<file path="src/sv/ktc_pkg.sv">
// Shared types and constants of the tree completion core.
package ktc_pkg;

   localparam int MAX_VERTICES = 64;
   localparam int VTX_W        = 6;
   localparam int CNT_W        = 7;
   localparam int PROD_W       = 2 * CNT_W;
   localparam int CAND_W       = $clog2(MAX_VERTICES * (MAX_VERTICES - 1) / 2 + 1);
   localparam int STEP_W       = $clog2(MAX_VERTICES);
   localparam int QUEUE_DEPTH  = 2;
   localparam int QPTR_W       = $clog2(QUEUE_DEPTH);
   localparam int QCNT_W       = $clog2(QUEUE_DEPTH + 1);

   localparam logic [CNT_W-1:0] VC_RESET = CNT_W'(64);

   localparam logic [1:0] KIND_CLEAR  = 2'd0;
   localparam logic [1:0] KIND_FORCED = 2'd1;
   localparam logic [1:0] KIND_CAND   = 2'd2;

   typedef enum logic [1:0] {
      OP_CLEAR,
      OP_FORCED,
      OP_CAND,
      OP_NONE
   } op_type;

   typedef enum logic [1:0] {
      ST_IDLE,
      ST_FIND_A,
      ST_FIND_B,
      ST_EMIT
   } state_type;

   typedef struct packed {
      logic [1:0]       kind;
      logic [VTX_W-1:0] vertex_a;
      logic [VTX_W-1:0] vertex_b;
   } req_type;

   typedef struct packed {
      logic             accepted;
      logic [VTX_W-1:0] slot;
      logic [VTX_W-1:0] out_a;
      logic [VTX_W-1:0] out_b;
      logic             tree_complete;
      logic             overrun;
   } rsp_type;

   typedef struct packed {
      op_type            op;
      logic              ends_ok;
      logic [VTX_W-1:0]  a;
      logic [VTX_W-1:0]  b;
      logic [CNT_W-1:0]  need;
      logic [CAND_W-1:0] limit;
   } cmd_type;

endpackage

</file>
<file path="src/sv/ktc_ram.sv">
// Generic single-write, single-read RAM with registered read data.
module ktc_ram #(
   parameter int WIDTH = 8,
   parameter int DEPTH = 64
) (
   input  logic                     clock,
   input  logic                     wr_en,
   input  logic [$clog2(DEPTH)-1:0] wr_addr,
   input  logic [WIDTH-1:0]         wr_data,
   input  logic [$clog2(DEPTH)-1:0] rd_addr,
   output logic [WIDTH-1:0]         rd_data
);

   logic [WIDTH-1:0] mem_ff [DEPTH];
   logic [WIDTH-1:0] rd_data_ff;

   always_ff @(posedge clock) begin
      if (wr_en) begin
         mem_ff[wr_addr] <= wr_data;
      end
      rd_data_ff <= mem_ff[rd_addr];
   end

   assign rd_data = rd_data_ff;

endmodule

</file>
<file path="src/sv/ktc_front.sv">
// Front end: vertex count register, request decode and edge pre-checks.
module ktc_front
   import ktc_pkg::*;
(
   input  logic             clock,
   input  logic             reset,
   input  logic             req_valid,
   output logic             req_ready,
   input  req_type          req_data,
   input  logic             csr_we,
   input  logic [CNT_W-1:0] csr_wdata,
   input  logic             queue_full,
   output logic             push,
   output cmd_type          push_cmd
);

   logic [CNT_W-1:0]  vc_ff;
   logic [CNT_W-1:0]  vc_in;
   logic [CNT_W-1:0]  n_used;
   logic [PROD_W-1:0] prod;

   always_comb begin
      vc_in = csr_we ? csr_wdata : vc_ff;
   end

   always_ff @(posedge clock) begin
      if (reset) begin
         vc_ff <= VC_RESET;
      end else begin
         vc_ff <= vc_in;
      end
   end

   always_comb begin
      if (vc_ff < CNT_W'(2)) begin
         n_used = CNT_W'(2);
      end else if (vc_ff > CNT_W'(MAX_VERTICES)) begin
         n_used = CNT_W'(MAX_VERTICES);
      end else begin
         n_used = vc_ff;
      end
      prod = PROD_W'(n_used) * PROD_W'(n_used - CNT_W'(1));
   end

   always_comb begin
      push_cmd.a       = req_data.vertex_a;
      push_cmd.b       = req_data.vertex_b;
      push_cmd.need    = n_used - CNT_W'(1);
      push_cmd.limit   = CAND_W'(prod >> 1);
      push_cmd.ends_ok = (CNT_W'(req_data.vertex_a) < n_used) &&
                         (CNT_W'(req_data.vertex_b) < n_used);
      case (req_data.kind)
         KIND_CLEAR: begin
            push_cmd.op = OP_CLEAR;
         end
         KIND_FORCED: begin
            push_cmd.op = OP_FORCED;
         end
         KIND_CAND: begin
            push_cmd.op = OP_CAND;
         end
         default: begin
            push_cmd.op = OP_NONE;
         end
      endcase
   end

   assign req_ready = !queue_full;
   assign push      = req_valid && !queue_full;

endmodule

</file>
<file path="src/sv/ktc_queue.sv">
// Short command queue between the front end and the union-find engine.
module ktc_queue
   import ktc_pkg::*;
(
   input  logic    clock,
   input  logic    reset,
   input  logic    push,
   input  cmd_type push_cmd,
   output logic    full,
   input  logic    pop,
   output logic    head_valid,
   output cmd_type head_cmd
);

   cmd_type            entry_ff [QUEUE_DEPTH];
   logic [QPTR_W-1:0]  wr_ptr_ff;
   logic [QPTR_W-1:0]  wr_ptr_in;
   logic [QPTR_W-1:0]  rd_ptr_ff;
   logic [QPTR_W-1:0]  rd_ptr_in;
   logic [QCNT_W-1:0]  count_ff;
   logic [QCNT_W-1:0]  count_in;
   logic               do_push;
   logic               do_pop;

   assign full       = count_ff == QCNT_W'(QUEUE_DEPTH);
   assign head_valid = count_ff != '0;
   assign head_cmd   = entry_ff[rd_ptr_ff];
   assign do_push    = push && !full;
   assign do_pop     = pop && head_valid;

   always_comb begin
      wr_ptr_in = wr_ptr_ff;
      rd_ptr_in = rd_ptr_ff;
      count_in  = count_ff;
      if (do_push) begin
         wr_ptr_in = (wr_ptr_ff == QPTR_W'(QUEUE_DEPTH - 1)) ? '0 : wr_ptr_ff + QPTR_W'(1);
      end
      if (do_pop) begin
         rd_ptr_in = (rd_ptr_ff == QPTR_W'(QUEUE_DEPTH - 1)) ? '0 : rd_ptr_ff + QPTR_W'(1);
      end
      if (do_push && !do_pop) begin
         count_in = count_ff + QCNT_W'(1);
      end else if (do_pop && !do_push) begin
         count_in = count_ff - QCNT_W'(1);
      end
   end

   always_ff @(posedge clock) begin
      if (reset) begin
         wr_ptr_ff <= '0;
         rd_ptr_ff <= '0;
         count_ff  <= '0;
      end else begin
         wr_ptr_ff <= wr_ptr_in;
         rd_ptr_ff <= rd_ptr_in;
         count_ff  <= count_in;
      end
   end

   always_ff @(posedge clock) begin
      if (do_push) begin
         entry_ff[wr_ptr_ff] <= push_cmd;
      end
   end

endmodule

</file>
<file path="src/sv/ktc_back.sv">
// Union-find engine: parent store, root walks, merges, counters and result register.
module ktc_back
   import ktc_pkg::*;
(
   input  logic    clock,
   input  logic    reset,
   input  logic    cmd_valid,
   input  cmd_type cmd,
   output logic    cmd_pop,
   output logic    rsp_valid,
   input  logic    rsp_ready,
   output rsp_type rsp_data
);

   state_type               state_ff;
   state_type               state_in;
   cmd_type                 cmd_ff;
   cmd_type                 cmd_in;
   logic [CNT_W-1:0]        edge_ff;
   logic [CNT_W-1:0]        edge_in;
   logic [CAND_W-1:0]       cand_ff;
   logic [CAND_W-1:0]       cand_in;
   logic                    over_ff;
   logic                    over_in;
   logic [MAX_VERTICES-1:0] valid_ff;
   logic [MAX_VERTICES-1:0] valid_in;
   logic [VTX_W-1:0]        cur_ff;
   logic [VTX_W-1:0]        cur_in;
   logic [STEP_W-1:0]       step_ff;
   logic [STEP_W-1:0]       step_in;
   logic [VTX_W-1:0]        root_a_ff;
   logic [VTX_W-1:0]        root_a_in;
   logic                    vld_q_ff;
   rsp_type                 pend_ff;
   rsp_type                 pend_in;
   logic                    rsp_valid_ff;
   logic                    rsp_valid_in;
   rsp_type                 rsp_ff;
   rsp_type                 rsp_in;

   logic                    ram_we;
   logic [VTX_W-1:0]        ram_wr_addr;
   logic [VTX_W-1:0]        ram_wr_data;
   logic [VTX_W-1:0]        ram_rd_addr;
   logic [VTX_W-1:0]        ram_rd_data;

   logic [VTX_W-1:0]        parent;
   logic                    at_root;
   logic                    walk_done;
   logic [VTX_W-1:0]        root;
   logic                    out_free;
   logic                    room;
   logic                    start_find;

   ktc_ram #(
      .WIDTH (VTX_W),
      .DEPTH (MAX_VERTICES)
   ) u_parent_ram (
      .clock   (clock),
      .wr_en   (ram_we),
      .wr_addr (ram_wr_addr),
      .wr_data (ram_wr_data),
      .rd_addr (ram_rd_addr),
      .rd_data (ram_rd_data)
   );

   // an entry never written since clear is its own parent
   always_comb begin
      parent    = vld_q_ff ? ram_rd_data : cur_ff;
      at_root   = parent == cur_ff;
      walk_done = at_root || (step_ff == STEP_W'(MAX_VERTICES - 1));
      root      = at_root ? cur_ff : parent;
      out_free  = !rsp_valid_ff || rsp_ready;
      room      = edge_ff < cmd.need;
      case (cmd.op)
         OP_FORCED: begin
            start_find = cmd.ends_ok && room;
         end
         OP_CAND: begin
            start_find = cmd.ends_ok && room && (cand_ff < cmd.limit);
         end
         default: begin
            start_find = 1'b0;
         end
      endcase
   end

   always_comb begin
      state_in = state_ff;
      case (state_ff)
         ST_IDLE: begin
            if (cmd_valid) begin
               state_in = start_find ? ST_FIND_A : ST_EMIT;
            end
         end
         ST_FIND_A: begin
            if (walk_done) begin
               state_in = ST_FIND_B;
            end
         end
         ST_FIND_B: begin
            if (walk_done) begin
               state_in = ST_EMIT;
            end
         end
         ST_EMIT: begin
            if (out_free) begin
               state_in = ST_IDLE;
            end
         end
         default: begin
            state_in = ST_IDLE;
         end
      endcase
   end

   always_comb begin
      cmd_pop      = 1'b0;
      cmd_in       = cmd_ff;
      edge_in      = edge_ff;
      cand_in      = cand_ff;
      over_in      = over_ff;
      valid_in     = valid_ff;
      cur_in       = cur_ff;
      step_in      = step_ff;
      root_a_in    = root_a_ff;
      pend_in      = pend_ff;
      rsp_in       = rsp_ff;
      rsp_valid_in = rsp_valid_ff && !rsp_ready;
      ram_we       = 1'b0;
      ram_wr_addr  = root_a_ff;
      ram_wr_data  = root;
      ram_rd_addr  = parent;
      case (state_ff)
         ST_IDLE: begin
            ram_rd_addr = cmd.a;
            if (cmd_valid) begin
               cmd_pop               = 1'b1;
               cmd_in                = cmd;
               cur_in                = cmd.a;
               step_in               = '0;
               pend_in               = '0;
               pend_in.out_a         = cmd.a;
               pend_in.out_b         = cmd.b;
               case (cmd.op)
                  OP_CLEAR: begin
                     valid_in      = '0;
                     edge_in       = '0;
                     cand_in       = '0;
                     over_in       = 1'b0;
                     pend_in.out_a = '0;
                     pend_in.out_b = '0;
                  end
                  OP_CAND: begin
                     if (room) begin
                        if (cand_ff >= cmd.limit) begin
                           over_in = 1'b1;
                        end else begin
                           cand_in = cand_ff + CAND_W'(1);
                        end
                     end
                  end
                  default: begin
                  end
               endcase
            end
         end
         ST_FIND_A: begin
            if (walk_done) begin
               root_a_in   = root;
               cur_in      = cmd_ff.b;
               step_in     = '0;
               ram_rd_addr = cmd_ff.b;
            end else begin
               cur_in  = parent;
               step_in = step_ff + STEP_W'(1);
            end
         end
         ST_FIND_B: begin
            if (walk_done) begin
               if ((cmd_ff.op == OP_FORCED) || (root_a_ff != root)) begin
                  pend_in.accepted = 1'b1;
                  pend_in.slot     = edge_ff[VTX_W-1:0];
                  edge_in          = edge_ff + CNT_W'(1);
                  if (root_a_ff != root) begin
                     ram_we              = 1'b1;
                     valid_in[root_a_ff] = 1'b1;
                  end
               end
            end else begin
               cur_in  = parent;
               step_in = step_ff + STEP_W'(1);
            end
         end
         ST_EMIT: begin
            if (out_free) begin
               rsp_valid_in         = 1'b1;
               rsp_in               = pend_ff;
               rsp_in.tree_complete = edge_ff >= cmd_ff.need;
               rsp_in.overrun       = over_ff;
            end
         end
         default: begin
         end
      endcase
   end

   always_ff @(posedge clock) begin
      if (reset) begin
         state_ff     <= ST_IDLE;
         edge_ff      <= '0;
         cand_ff      <= '0;
         over_ff      <= 1'b0;
         valid_ff     <= '0;
         rsp_valid_ff <= 1'b0;
      end else begin
         state_ff     <= state_in;
         edge_ff      <= edge_in;
         cand_ff      <= cand_in;
         over_ff      <= over_in;
         valid_ff     <= valid_in;
         rsp_valid_ff <= rsp_valid_in;
      end
   end

   always_ff @(posedge clock) begin
      cmd_ff    <= cmd_in;
      cur_ff    <= cur_in;
      step_ff   <= step_in;
      root_a_ff <= root_a_in;
      pend_ff   <= pend_in;
      rsp_ff    <= rsp_in;
      vld_q_ff  <= valid_ff[ram_rd_addr];
   end

   assign rsp_valid = rsp_valid_ff;
   assign rsp_data  = rsp_ff;

endmodule

</file>
<file path="src/sv/kruskal_tree_completion_core.sv">
// Clear, ignored and rejected transactions pass from the idle state straight to the emit state;
// an edge that is walked goes through FIND_A and FIND_B, which follow the parent chains
// of its endpoints (one parent RAM read per cycle through a single read port).
// The engine handles one transaction at a time; the command queue holds up to two more.
// Synchronous active-high reset: every vertex its own class, counters cleared,
// vertex count 64; the parent store needs no clearing pass and is ready at once.
module kruskal_tree_completion_core
   import ktc_pkg::*;
(
   input  logic             clock,
   input  logic             reset,
   input  logic             req_valid,
   output logic             req_ready,
   input  req_type          req_data,
   output logic             rsp_valid,
   input  logic             rsp_ready,
   output rsp_type          rsp_data,
   input  logic             csr_we,
   input  logic [CNT_W-1:0] csr_wdata
);

   logic    queue_full;
   logic    push;
   cmd_type push_cmd;
   logic    pop;
   logic    head_valid;
   cmd_type head_cmd;

   ktc_front u_front (
      .clock      (clock),
      .reset      (reset),
      .req_valid  (req_valid),
      .req_ready  (req_ready),
      .req_data   (req_data),
      .csr_we     (csr_we),
      .csr_wdata  (csr_wdata),
      .queue_full (queue_full),
      .push       (push),
      .push_cmd   (push_cmd)
   );

   ktc_queue u_queue (
      .clock      (clock),
      .reset      (reset),
      .push       (push),
      .push_cmd   (push_cmd),
      .full       (queue_full),
      .pop        (pop),
      .head_valid (head_valid),
      .head_cmd   (head_cmd)
   );

   ktc_back u_back (
      .clock     (clock),
      .reset     (reset),
      .cmd_valid (head_valid),
      .cmd       (head_cmd),
      .cmd_pop   (pop),
      .rsp_valid (rsp_valid),
      .rsp_ready (rsp_ready),
      .rsp_data  (rsp_data)
   );

endmodule

</file>
<file path="config.mk">
export PLATFORM = sky130hd
export DESIGN_NAME = kruskal_tree_completion_core
export DESIGN_NICKNAME = d
export VERILOG_FILES = /design/src/sv/ktc_pkg.sv /design/src/sv/ktc_ram.sv /design/src/sv/ktc_front.sv /design/src/sv/ktc_queue.sv /design/src/sv/ktc_back.sv /design/src/sv/kruskal_tree_completion_core.sv
export SDC_FILE = /design/constraint.sdc
export NUM_CORES = 1
export LEC_CHECK = 0
export ABC_AREA = 0
export BUFFER_PORTS_ARGS = -buffer_cell sky130_fd_sc_hd__buf_4
export CAP_MARGIN = 15
export CORE_ASPECT_RATIO = 1.25
export CORE_MARGIN = 2
export CORE_UTILIZATION = 28
export CTS_CLUSTER_DIAMETER = 80
export DETAILED_ROUTE_END_ITERATION = 10
export SYNTH_ARGS = -nofsm -noshare
export SYNTH_HDL_FRONTEND = slang
export SYNTH_SLANG_ARGS = --single-unit
</file>
<file path="constraint.sdc">
create_clock -name clock -period 15.1 [get_ports clock]
set_input_delay 1.51 -clock clock [delete_from_list [all_inputs] [get_ports clock]]
set_output_delay 1.51 -clock clock [all_outputs]
set_load 0.005 [all_outputs]
</file>
==> run_results.csv, run 1 <==
group,metric,value,unit
worst_setup_path,end_kind,"flop",
floorplanning,floorplan.initialDensity,0.2817,
synth,synth-edff-count,523,
cts,clk_pin_slew_worst_paths,0.06,ns
pwr,power_density,210.4,nW/um2
cts,cts-buffers-inserted,69,
worst_setup_path,ff2ff_path_depth,22,
place,number_of_placed_instances_taps_included,3557,
run_status,run_status,"finished, final reports clean",
route,routed_wl,66320,um
min_path,hold_path_depth,0,
synth,synth_cell_types,64,
place,place.gp.congestion,0.8074,
worst_setup_path,timing.critical_path.slowest_stage_cell,"o21ai_1",
worst_setup_path,worstPathCellList,"or4_1 -> o21ai_1 -> nand3_1 -> or3_1 -> ha_1 -> nor2_1 -> fa_1 -> inv_1 -> fa_1 -> inv_1 -> fa_1 -> inv_1 -> fa_1 -> inv_1 -> ha_1 -> a21oi_1 -> nor2b_1 -> o21a_1 -> o21ai_0 -> nand2b_1 -> a21oi_1 -> xnor2_1",
sta,final.min_clock_period,6.467,ns
layout,n_fill_cell,9644,
floorplanning,fp.coreArea,97210,um2
grt,first_global_vias,16840,
route,drt_first_iter_violations,1375,
sta,max_slew.worst_pin.slew,1.136,ns
layout,final-instance-count-excl-fill,3684,
worst_setup_path,worstSetupPathType,"flop to flop",
floorplanning,chipWidth,283.7,um
min_path,worstHoldPathType,"flop to flop",
min_path,timing.hold.worst_endpoint,"u_back.rsp_data[8]",
synth,avgSynthCellArea,11.95,um2
run,max-cap-violations,0,
route,route.detailed.drc,0,
floorplanning,io-pin-count,49,
sta,finalSetupViolCount,0,
place,place.port_buffers,48,
cts,clock_sink_count,628,
layout,area_delta_synth_final,14.52,%
sta,slew-limit-headroom,0.2396,
cts,cts_buffer_depth,3,
worst_setup_path,worst_setup_start_kind,"flop",
route,ant_nets,0,
worst_setup_path,critical_path.max_fanout,13,
cts,clk_latency,0.63,ns
grt,grt_start_max_net_pins,88,
synth,netlist_instances,2292,
synth,syn-cell-area,27390,um2
cts,h_tree_depth,3,
sta,finalCritPeriodShare,0.4283,
sta,worst_setup_skew_after_layout,0.03144,ns
synth,yosysWarningCount,0,
worst_setup_path,r2r-end,"u_queue.entry_ff[0][10]",
grt,overflow,0,
synth,synth_seq_cells,628,
place,place.detailed.hpwl,41400,um
grt,global_route.usage.total,0.1301,
layout,num_antenna_cells,0,
sta,hold_violations,0,
route,num_vias,17050,
pwr,max-vdd-ir-drop,0.2158,mV
grt,antenna_violations_before_repair,0,
grt,grt_first_pass_wirelength,101300,um
worst_setup_path,critical_path_arrival,6.82,ns
layout,share_of_layout_cells_above_drive_strength_1,0.1107,
route,number_of_vias_per_cell_after_detailed_routing,4.629,
cts,tritoncts,"yes",
cts,cts_resized,0,
sta,final.setup.tns,0,ns
worst_setup_path,timing.critical_path.required,15.45,ns
route,drt_pass1_iterations,5,
floorplanning,die-area,100400,um2
sta,rsz0062_at_grt,"no",
cts,root_buffer,"clkbuf_16",
synth,synth_seq_area_share,0.6502,
pwr,p_leak,0.01100,uW
min_path,hold_start,"u_back.pend_ff[8]",
sta,timing.fmax,154.6,MHz
route,routedWlPerCell,18.00,um
sta,slew_viol_final,0,
synth,synth-main-ff-cell,"edfxtp_1",
layout,finish.net_count,2456,
cts,holdBufCountCts,0,
floorplanning,row_count,128,
worst_setup_path,rrSetupSlack,8.63,ns
cts,post-cts-setup-buffer-count,0,
synth,share_of_flip_flops_with_an_asynchronous_set_or_reset_after_synthesis,0,
floorplanning,die_height,353.7,um
worst_setup_path,critical-path-max-stage-delay,0.84,ns
worst_setup_path,r2r-start,"u_front.vc_ff[2]",
-- worst max-delay path: cells and delay by family (launching register included) --
kind / cells / cell delay (ns)
XOR/XNOR: 1 / 0.09
AND/OR/NAND/NOR: 6 / 1.35
AO/OA/AOI/OAI: 5 / 1.55
adder cells (fa/ha/maj): 6 / 2.69
buffers and inverters: 4 / 0.19
flip-flops: 1 / 0.33
-- cell families after synthesis --
kind of cell	synth area share
AO/OA/AOI/OAI	0.05432
XOR/XNOR	0.01087
adder cells (fa/ha/maj)	0.05537
buffers and inverters	0.02997
flip-flops	0.6502
multiplexers	0.02709
other	0.0002742
AND/OR/NAND/NOR	0.1720
-- cell usage after synthesis (15+ instances only) --
| library cell | number | area share |
|---|---|---|
| nor2_2 | 42 | 0.0096 |
| a21oi_1 | 91 | 0.017 |
| buf_2 | 44 | 0.0080 |
| inv_1 | 84 | 0.012 |
| nand3_1 | 176 | 0.032 |
| mux2i_1 | 55 | 0.020 |
| a31oi_1 | 58 | 0.013 |
| and2_1 | 16 | 0.0037 |
| fa_1 | 32 | 0.023 |
| nand4_1 | 66 | 0.015 |
| dfxtp_1 | 105 | 0.077 |
| o21ai_0 | 26 | 0.0048 |
| nor2_1 | 162 | 0.022 |
| clkbuf_1 | 57 | 0.0078 |
| nand2_1 | 480 | 0.066 |
| edfxtp_1 | 523 | 0.57 |
| xnor2_1 | 19 | 0.0061 |
| mux2_2 | 17 | 0.0070 |
| xor2_1 | 15 | 0.0048 |
| ha_1 | 70 | 0.032 |
-- flip-flops by register name, summed over array words and instances, names as in the netlist, named ones only --
name / cells
u_back.u_parent_ram.mem_ff: 384
u_queue.entry_ff: 66
u_back.valid_ff: 64
u_back.rsp_data: 21
u_back.pend_ff: 19
u_back.cmd_ff: 15
u_back.cand_ff: 11
u_back.edge_ff: 7
u_front.vc_ff: 7
u_back.cur_ff: 6
u_back.ram_wr_addr: 6
u_back.step_ff: 6
u_back.u_parent_ram.rd_data: 6
u_back.state_ff: 2
u_queue.count_ff: 2
u_back.over_ff: 1
u_back.rsp_valid: 1
u_back.vld_q_ff: 1
u_queue.rd_ptr_ff: 1
u_queue.wr_ptr_ff: 1
-- placed cells by master, fill, tap and decap left out, types with 8 or more instances in the layout --
cell type / instances
ha_1: 70
a21oi_1: 91
a31oi_1: 58
nor2_2: 42
nand2b_1: 14
dfxtp_1: 104
conb_1: 13
and2_1: 15
xnor2_1: 19
clkinv_2: 11
clkbuf_16: 69
nor2_1: 160
xor2_1: 15
mux2i_1: 55
nand2_1: 480
nand4_1: 66
fa_1: 32
o21ai_0: 26
o221ai_1: 8
o21a_1: 9
mux2_2: 17
nand3_1: 176
a32oi_1: 12
buf_4: 70
clkbuf_1: 22
or3_1: 13
edfxtp_1: 523
inv_1: 80
nor2b_1: 11
nor2_8: 8
-- through the flow --
step | setup WS [ns] | utilization | power (uW) | hold WS, ns | instance area [um2]
floorplan | 9.290 | - | 4089 | 0.4003 | 27430
global placement | 8.759 | 0.2997 | 5000 | 0.4091 | 29130
detailed placement | 8.656 | 0.2997 | 5017 | 0.4045 | 29130
CTS | 8.662 | 0.3226 | 6667 | 0.4208 | 31370
global route | 8.246 | 0.3226 | 6958 | 0.4254 | 31370
finish | 8.633 | 0.3226 | 6600 | 0.4199 | 31370
-- worst max-delay path by stage --
stage	startpoint	end	slack, ns	depth (start not counted)
after detailed placement	u_front.vc_ff[2]	u_queue.entry_ff[0][10]	8.66	22
after CTS	u_front.vc_ff[2]	u_queue.entry_ff[0][10]	8.66	22
final	u_front.vc_ff[2]	u_queue.entry_ff[0][10]	8.63	22
after floorplan	u_front.vc_ff[2]	u_queue.entry_ff[0][10]	9.29	22
after global routing	u_front.vc_ff[2]	u_queue.entry_ff[0][10]	8.25	22
after global placement	u_front.vc_ff[2]	u_queue.entry_ff[0][10]	8.76	22
-- per-layer routing --
metal / global-route usage / wire, um
met5: 0 / 0
met4: 0.03831 / 1485
met3: 0.02152 / 3234
met2: 0.2332 / 33980
met1: 0.1599 / 27610
-- where the power goes --
part | leakage [uW] | switching [uW] | internal (uW)
logic | 0.00430 | 1890 | 672
clock network | 0.00109 | 693 | 943
registers | 0.00561 | 81.7 | 2320
total | 0.0110 | 2670 | 3930
-- final cells by class --
| type | instances | area (um2) | share of cell area |
|---|---|---|---|
| Multi-Input combinational cell | 1475 | 8855 | 0.2823 |
| Sequential cell | 628 | 17810 | 0.5678 |
| Clock buffer | 97 | 1892 | 0.06032 |
| Timing Repair Buffer | 70 | 525.5 | 0.01675 |
| Inverter | 84 | 315.3 | 0.01005 |
| Tap cell | 1300 | 1627 | 0.05186 |
| Clock inverter | 30 | 342.8 | 0.01093 |
Power figures use the tool's default switching activity.
==> inputs of run 2 (changes only) <==
--- a/config.mk
+++ b/config.mk
@@ -5,7 +5,7 @@
 export SDC_FILE = /design/constraint.sdc
 export NUM_CORES = 1
 export LEC_CHECK = 0
-export ABC_AREA = 0
+export ABC_AREA = 1
 export BUFFER_PORTS_ARGS = -buffer_cell sky130_fd_sc_hd__buf_4
 export CAP_MARGIN = 15
 export CORE_ASPECT_RATIO = 1.25
==> constraint.sdc (replaced) <==
create_clock -name clock -period 6.1 [get_ports clock]
set_input_delay 0.61 -clock clock [delete_from_list [all_inputs] [get_ports clock]]
set_output_delay 0.61 -clock clock [all_outputs]
set_load 0.005 [all_outputs]
==> run_results.csv, run 2 <==
group,metric,value,unit
layout,area_delta_synth_final,14.16,%
layout,num_antenna_cells,0,
synth,area_leader_netlist,"edfxtp_1",
cts,cts-buffers-inserted,68,
layout,biggestRegsByFlops,"u_back.u_parent_ram.mem_ff x384, u_queue.entry_ff x66, u_back.valid_ff x64",
route,drt_pass1_iterations,6,
layout,share_of_layout_cells_above_drive_strength_1,0.08049,
grt,overflow,0,
place,setup_slack_placement,0.2462,ns
synth,synth_seq_area_share,0.5943,
route,drt_first_iter_violations,1906,
run_status,run_status,"finished, final reports clean",
sta,worst_setup_skew_after_layout,0.02989,ns
route,ant_nets,0,
min_path,worstHoldPathType,"primary input to flop",
route,wl_met2,37930,um
floorplanning,io-pin-count,49,
floorplanning,fp.coreArea,106500,um2
synth,synth-main-ff-cell,"edfxtp_1",
layout,largest_reg_flops,384,
worst_setup_path,timing.critical_path.required,6.43,ns
sta,max_slew.worst_pin.slew,1.148,ns
min_path,hold_path_depth,1,
route,highest_layer,"met4",
synth,synth_seq_cells,628,
sta,slew_viol_final,0,
layout,finish.net_count,3179,
floorplanning,floorplan.initialDensity,0.2815,
worst_setup_path,worst_setup_start_kind,"flop",
worst_setup_path,r2r-start,"u_front.vc_ff[4]",
floorplanning,die_height,369.8,um
synth,synth.area.top_cells,"edfxtp_1 52%, nand3_1 8.6%, dfxtp_1 7.0%, nand2_1 6.9%, inv_1 6.1%",
grt,first_global_vias,20260,
route,wl_met1,31420,um
synth,synth.most_common_cell,"nand2_1",
cts,cts_buffer_depth,3,
synth,synth-edff-count,523,
route,route.detailed.drc,0,
grt,grt_start_max_net_pins,159,
synth,netlist_instances,3026,
place,place.detailed.hpwl,45760,um
worst_setup_path,timing.critical_path.slowest_stage_cell,"fa_1",
place,place.gp.congestion,0.8612,
worst_setup_path,critical_path_arrival,6.00,ns
worst_setup_path,r2r-end,"u_queue.entry_ff[0][10]",
min_path,hold_start,"req_data[12]",
cts,clock_sink_count,628,
grt,global_route.usage.total,0.1382,
sta,finalCritPeriodShare,0.9290,
route,routed_wl,75540,um
cts,h_tree_depth,3,
cts,cts_resized,0,
cts,clk_pin_slew_worst_paths,0.05,ns
floorplanning,row_count,134,
cts,post-cts-setup-buffer-count,0,
worst_setup_path,end_kind,"flop",
worst_setup_path,critical_path.max_fanout,6,
grt,grt_first_pass_wirelength,117400,um
floorplanning,chipWidth,296.6,um
min_path,timing.hold.worst_endpoint,"u_queue.entry_ff[1][31]",
route,num_vias,20740,
synth,syn-cell-area,29960,um2
worst_setup_path,critical-path-max-stage-delay,0.54,ns
grt,antenna_violations_before_repair,0,
sta,finalSetupViolCount,0,
sta,final.min_clock_period,5.667,ns
worst_setup_path,worstSetupPathType,"flop to flop",
route,number_of_vias_per_cell_after_detailed_routing,4.573,
worst_setup_path,rrSetupSlack,0.43,ns
pwr,max-vdd-ir-drop,0.7233,mV
sta,slew-limit-headroom,0.2286,
route,routedWlPerCell,16.66,um
cts,clk_latency,0.61,ns
layout,largest-register,"u_back.u_parent_ram.mem_ff",
synth,yosys.area.top_type_share,0.5241,
sta,timing.fmax,176.5,MHz
sta,final.setup.worst_slack,0.4333,ns
synth,avgSynthCellArea,9.903,um2
layout,final_core_util,0.3213,
pwr,power.total,19600,uW
route,routed_wl_met3,4111,um
worst_setup_path,dominant_cell_type_by_count_on_the_critical_path,"inv_1",
floorplanning,die-area,109700,um2
cts,tritoncts,"yes",
synth,yosys-top-cells-count,"550 x nand2_1, 523 x edfxtp_1, 515 x nand3_1, 488 x inv_1, 146 x nor2_1",
place,place.port_buffers,48,
synth,synth_cell_types,49,
cts,root_buffer,"clkbuf_16",
sta,hold_violations,0,
synth,yosysWarningCount,0,
pwr,power_density,572.9,nW/um2
worst_setup_path,crit_family,"adder cells",
pwr,p_leak,0.01377,uW
synth,share_of_flip_flops_with_an_asynchronous_set_or_reset_after_synthesis,0,
run,max-cap-violations,0,
cts,holdBufCountCts,0,
worst_setup_path,critPathBufInv,7,
layout,mostFrequentLayoutCells,"549 x nand2_1, 523 x edfxtp_1, 515 x nand3_1",
layout,layout.cells.most_common,"nand2_1",
worst_setup_path,ff2ff_path_depth,27,
-- run 2: metrics by stage --
step | setup TNS [ns] | hold WS (ns) | cell area, um2 | instances
2_1_floorplan | 0 | 0.4003 | 30010 | 3037
3_3_place_gp | 0 | 0.4034 | 31950 | 4409
3_5_place_dp | 0 | 0.4056 | 31950 | 4409
4_1_cts | 0 | 0.1591 | 34200 | 4534
5_1_grt | -0.02400 | 0.1804 | 34210 | 4534
6_report | 0 | 0.1971 | 34210 | 4534
-- run 2: per-layer routing --
layer | GRT usage | vias up
li1 | - | 10100
met1 | 0.1733 | 9973
met2 | 0.2427 | 553
met3 | 0.01818 | 108
met4 | 0.04808 | 0
met5 | 0 | -
-- run 2: how the worst max path moves through the flow --
stage / start / end / slack [ns] / depth (start not counted)
after global placement: u_front.vc_ff[4] / u_queue.entry_ff[0][10] / 0.16 / 27
final: u_front.vc_ff[4] / u_queue.entry_ff[0][10] / 0.43 / 27
after CTS: u_front.vc_ff[4] / u_queue.entry_ff[1][10] / 0.22 / 27
after detailed placement: u_front.vc_ff[4] / u_queue.entry_ff[0][10] / 0.25 / 27
after floorplan: u_front.vc_ff[6] / u_queue.entry_ff[0][10] / 0.29 / 28
after global routing: u_front.vc_ff[4] / u_queue.entry_ff[0][10] / -0.01 / 27
-- run 2: cell type report --
class | instances | area, um2
Fill cell | 10790 | 72260
Sequential cell | 628 | 17810
Multi-Input combinational cell | 1759 | 9727
Clock buffer | 88 | 1902
Inverter | 502 | 1889
Tap cell | 1428 | 1787
Timing Repair Buffer | 92 | 740.7
Clock inverter | 37 | 355.3
-- run 2: cells by family after synthesis --
kind of cell    Yosys count  synth area share
simple gates           1401            0.2187
flops                   628            0.5943
other cells               2         0.0002506
mux                      11          0.003675
xor+xnor                 23          0.006723
compound gates          209           0.03879
fa+ha+maj               102           0.05061
buf+inv                 650           0.08702
-- run 2: power by group --
part / internal (uW) / switching, uW / leakage (uW) / total, uW
sequential: 5790 / 176 / 0.00559 / 5970
combinational: 2470 / 6970 / 0.00708 / 9450
clock: 2440 / 1740 / 0.00110 / 4180
-- run 2: worst register-to-register path: cells and delay by family, from the launching register on --
family / cells / cell delay [ns]
flip-flops: 1 / 0.32
AO/OA/AOI/OAI: 7 / 0.96
XOR/XNOR: 1 / 0.10
adder cells (fa/ha/maj): 7 / 2.92
AND/OR/NAND/NOR: 5 / 0.55
buffers and inverters: 7 / 0.55
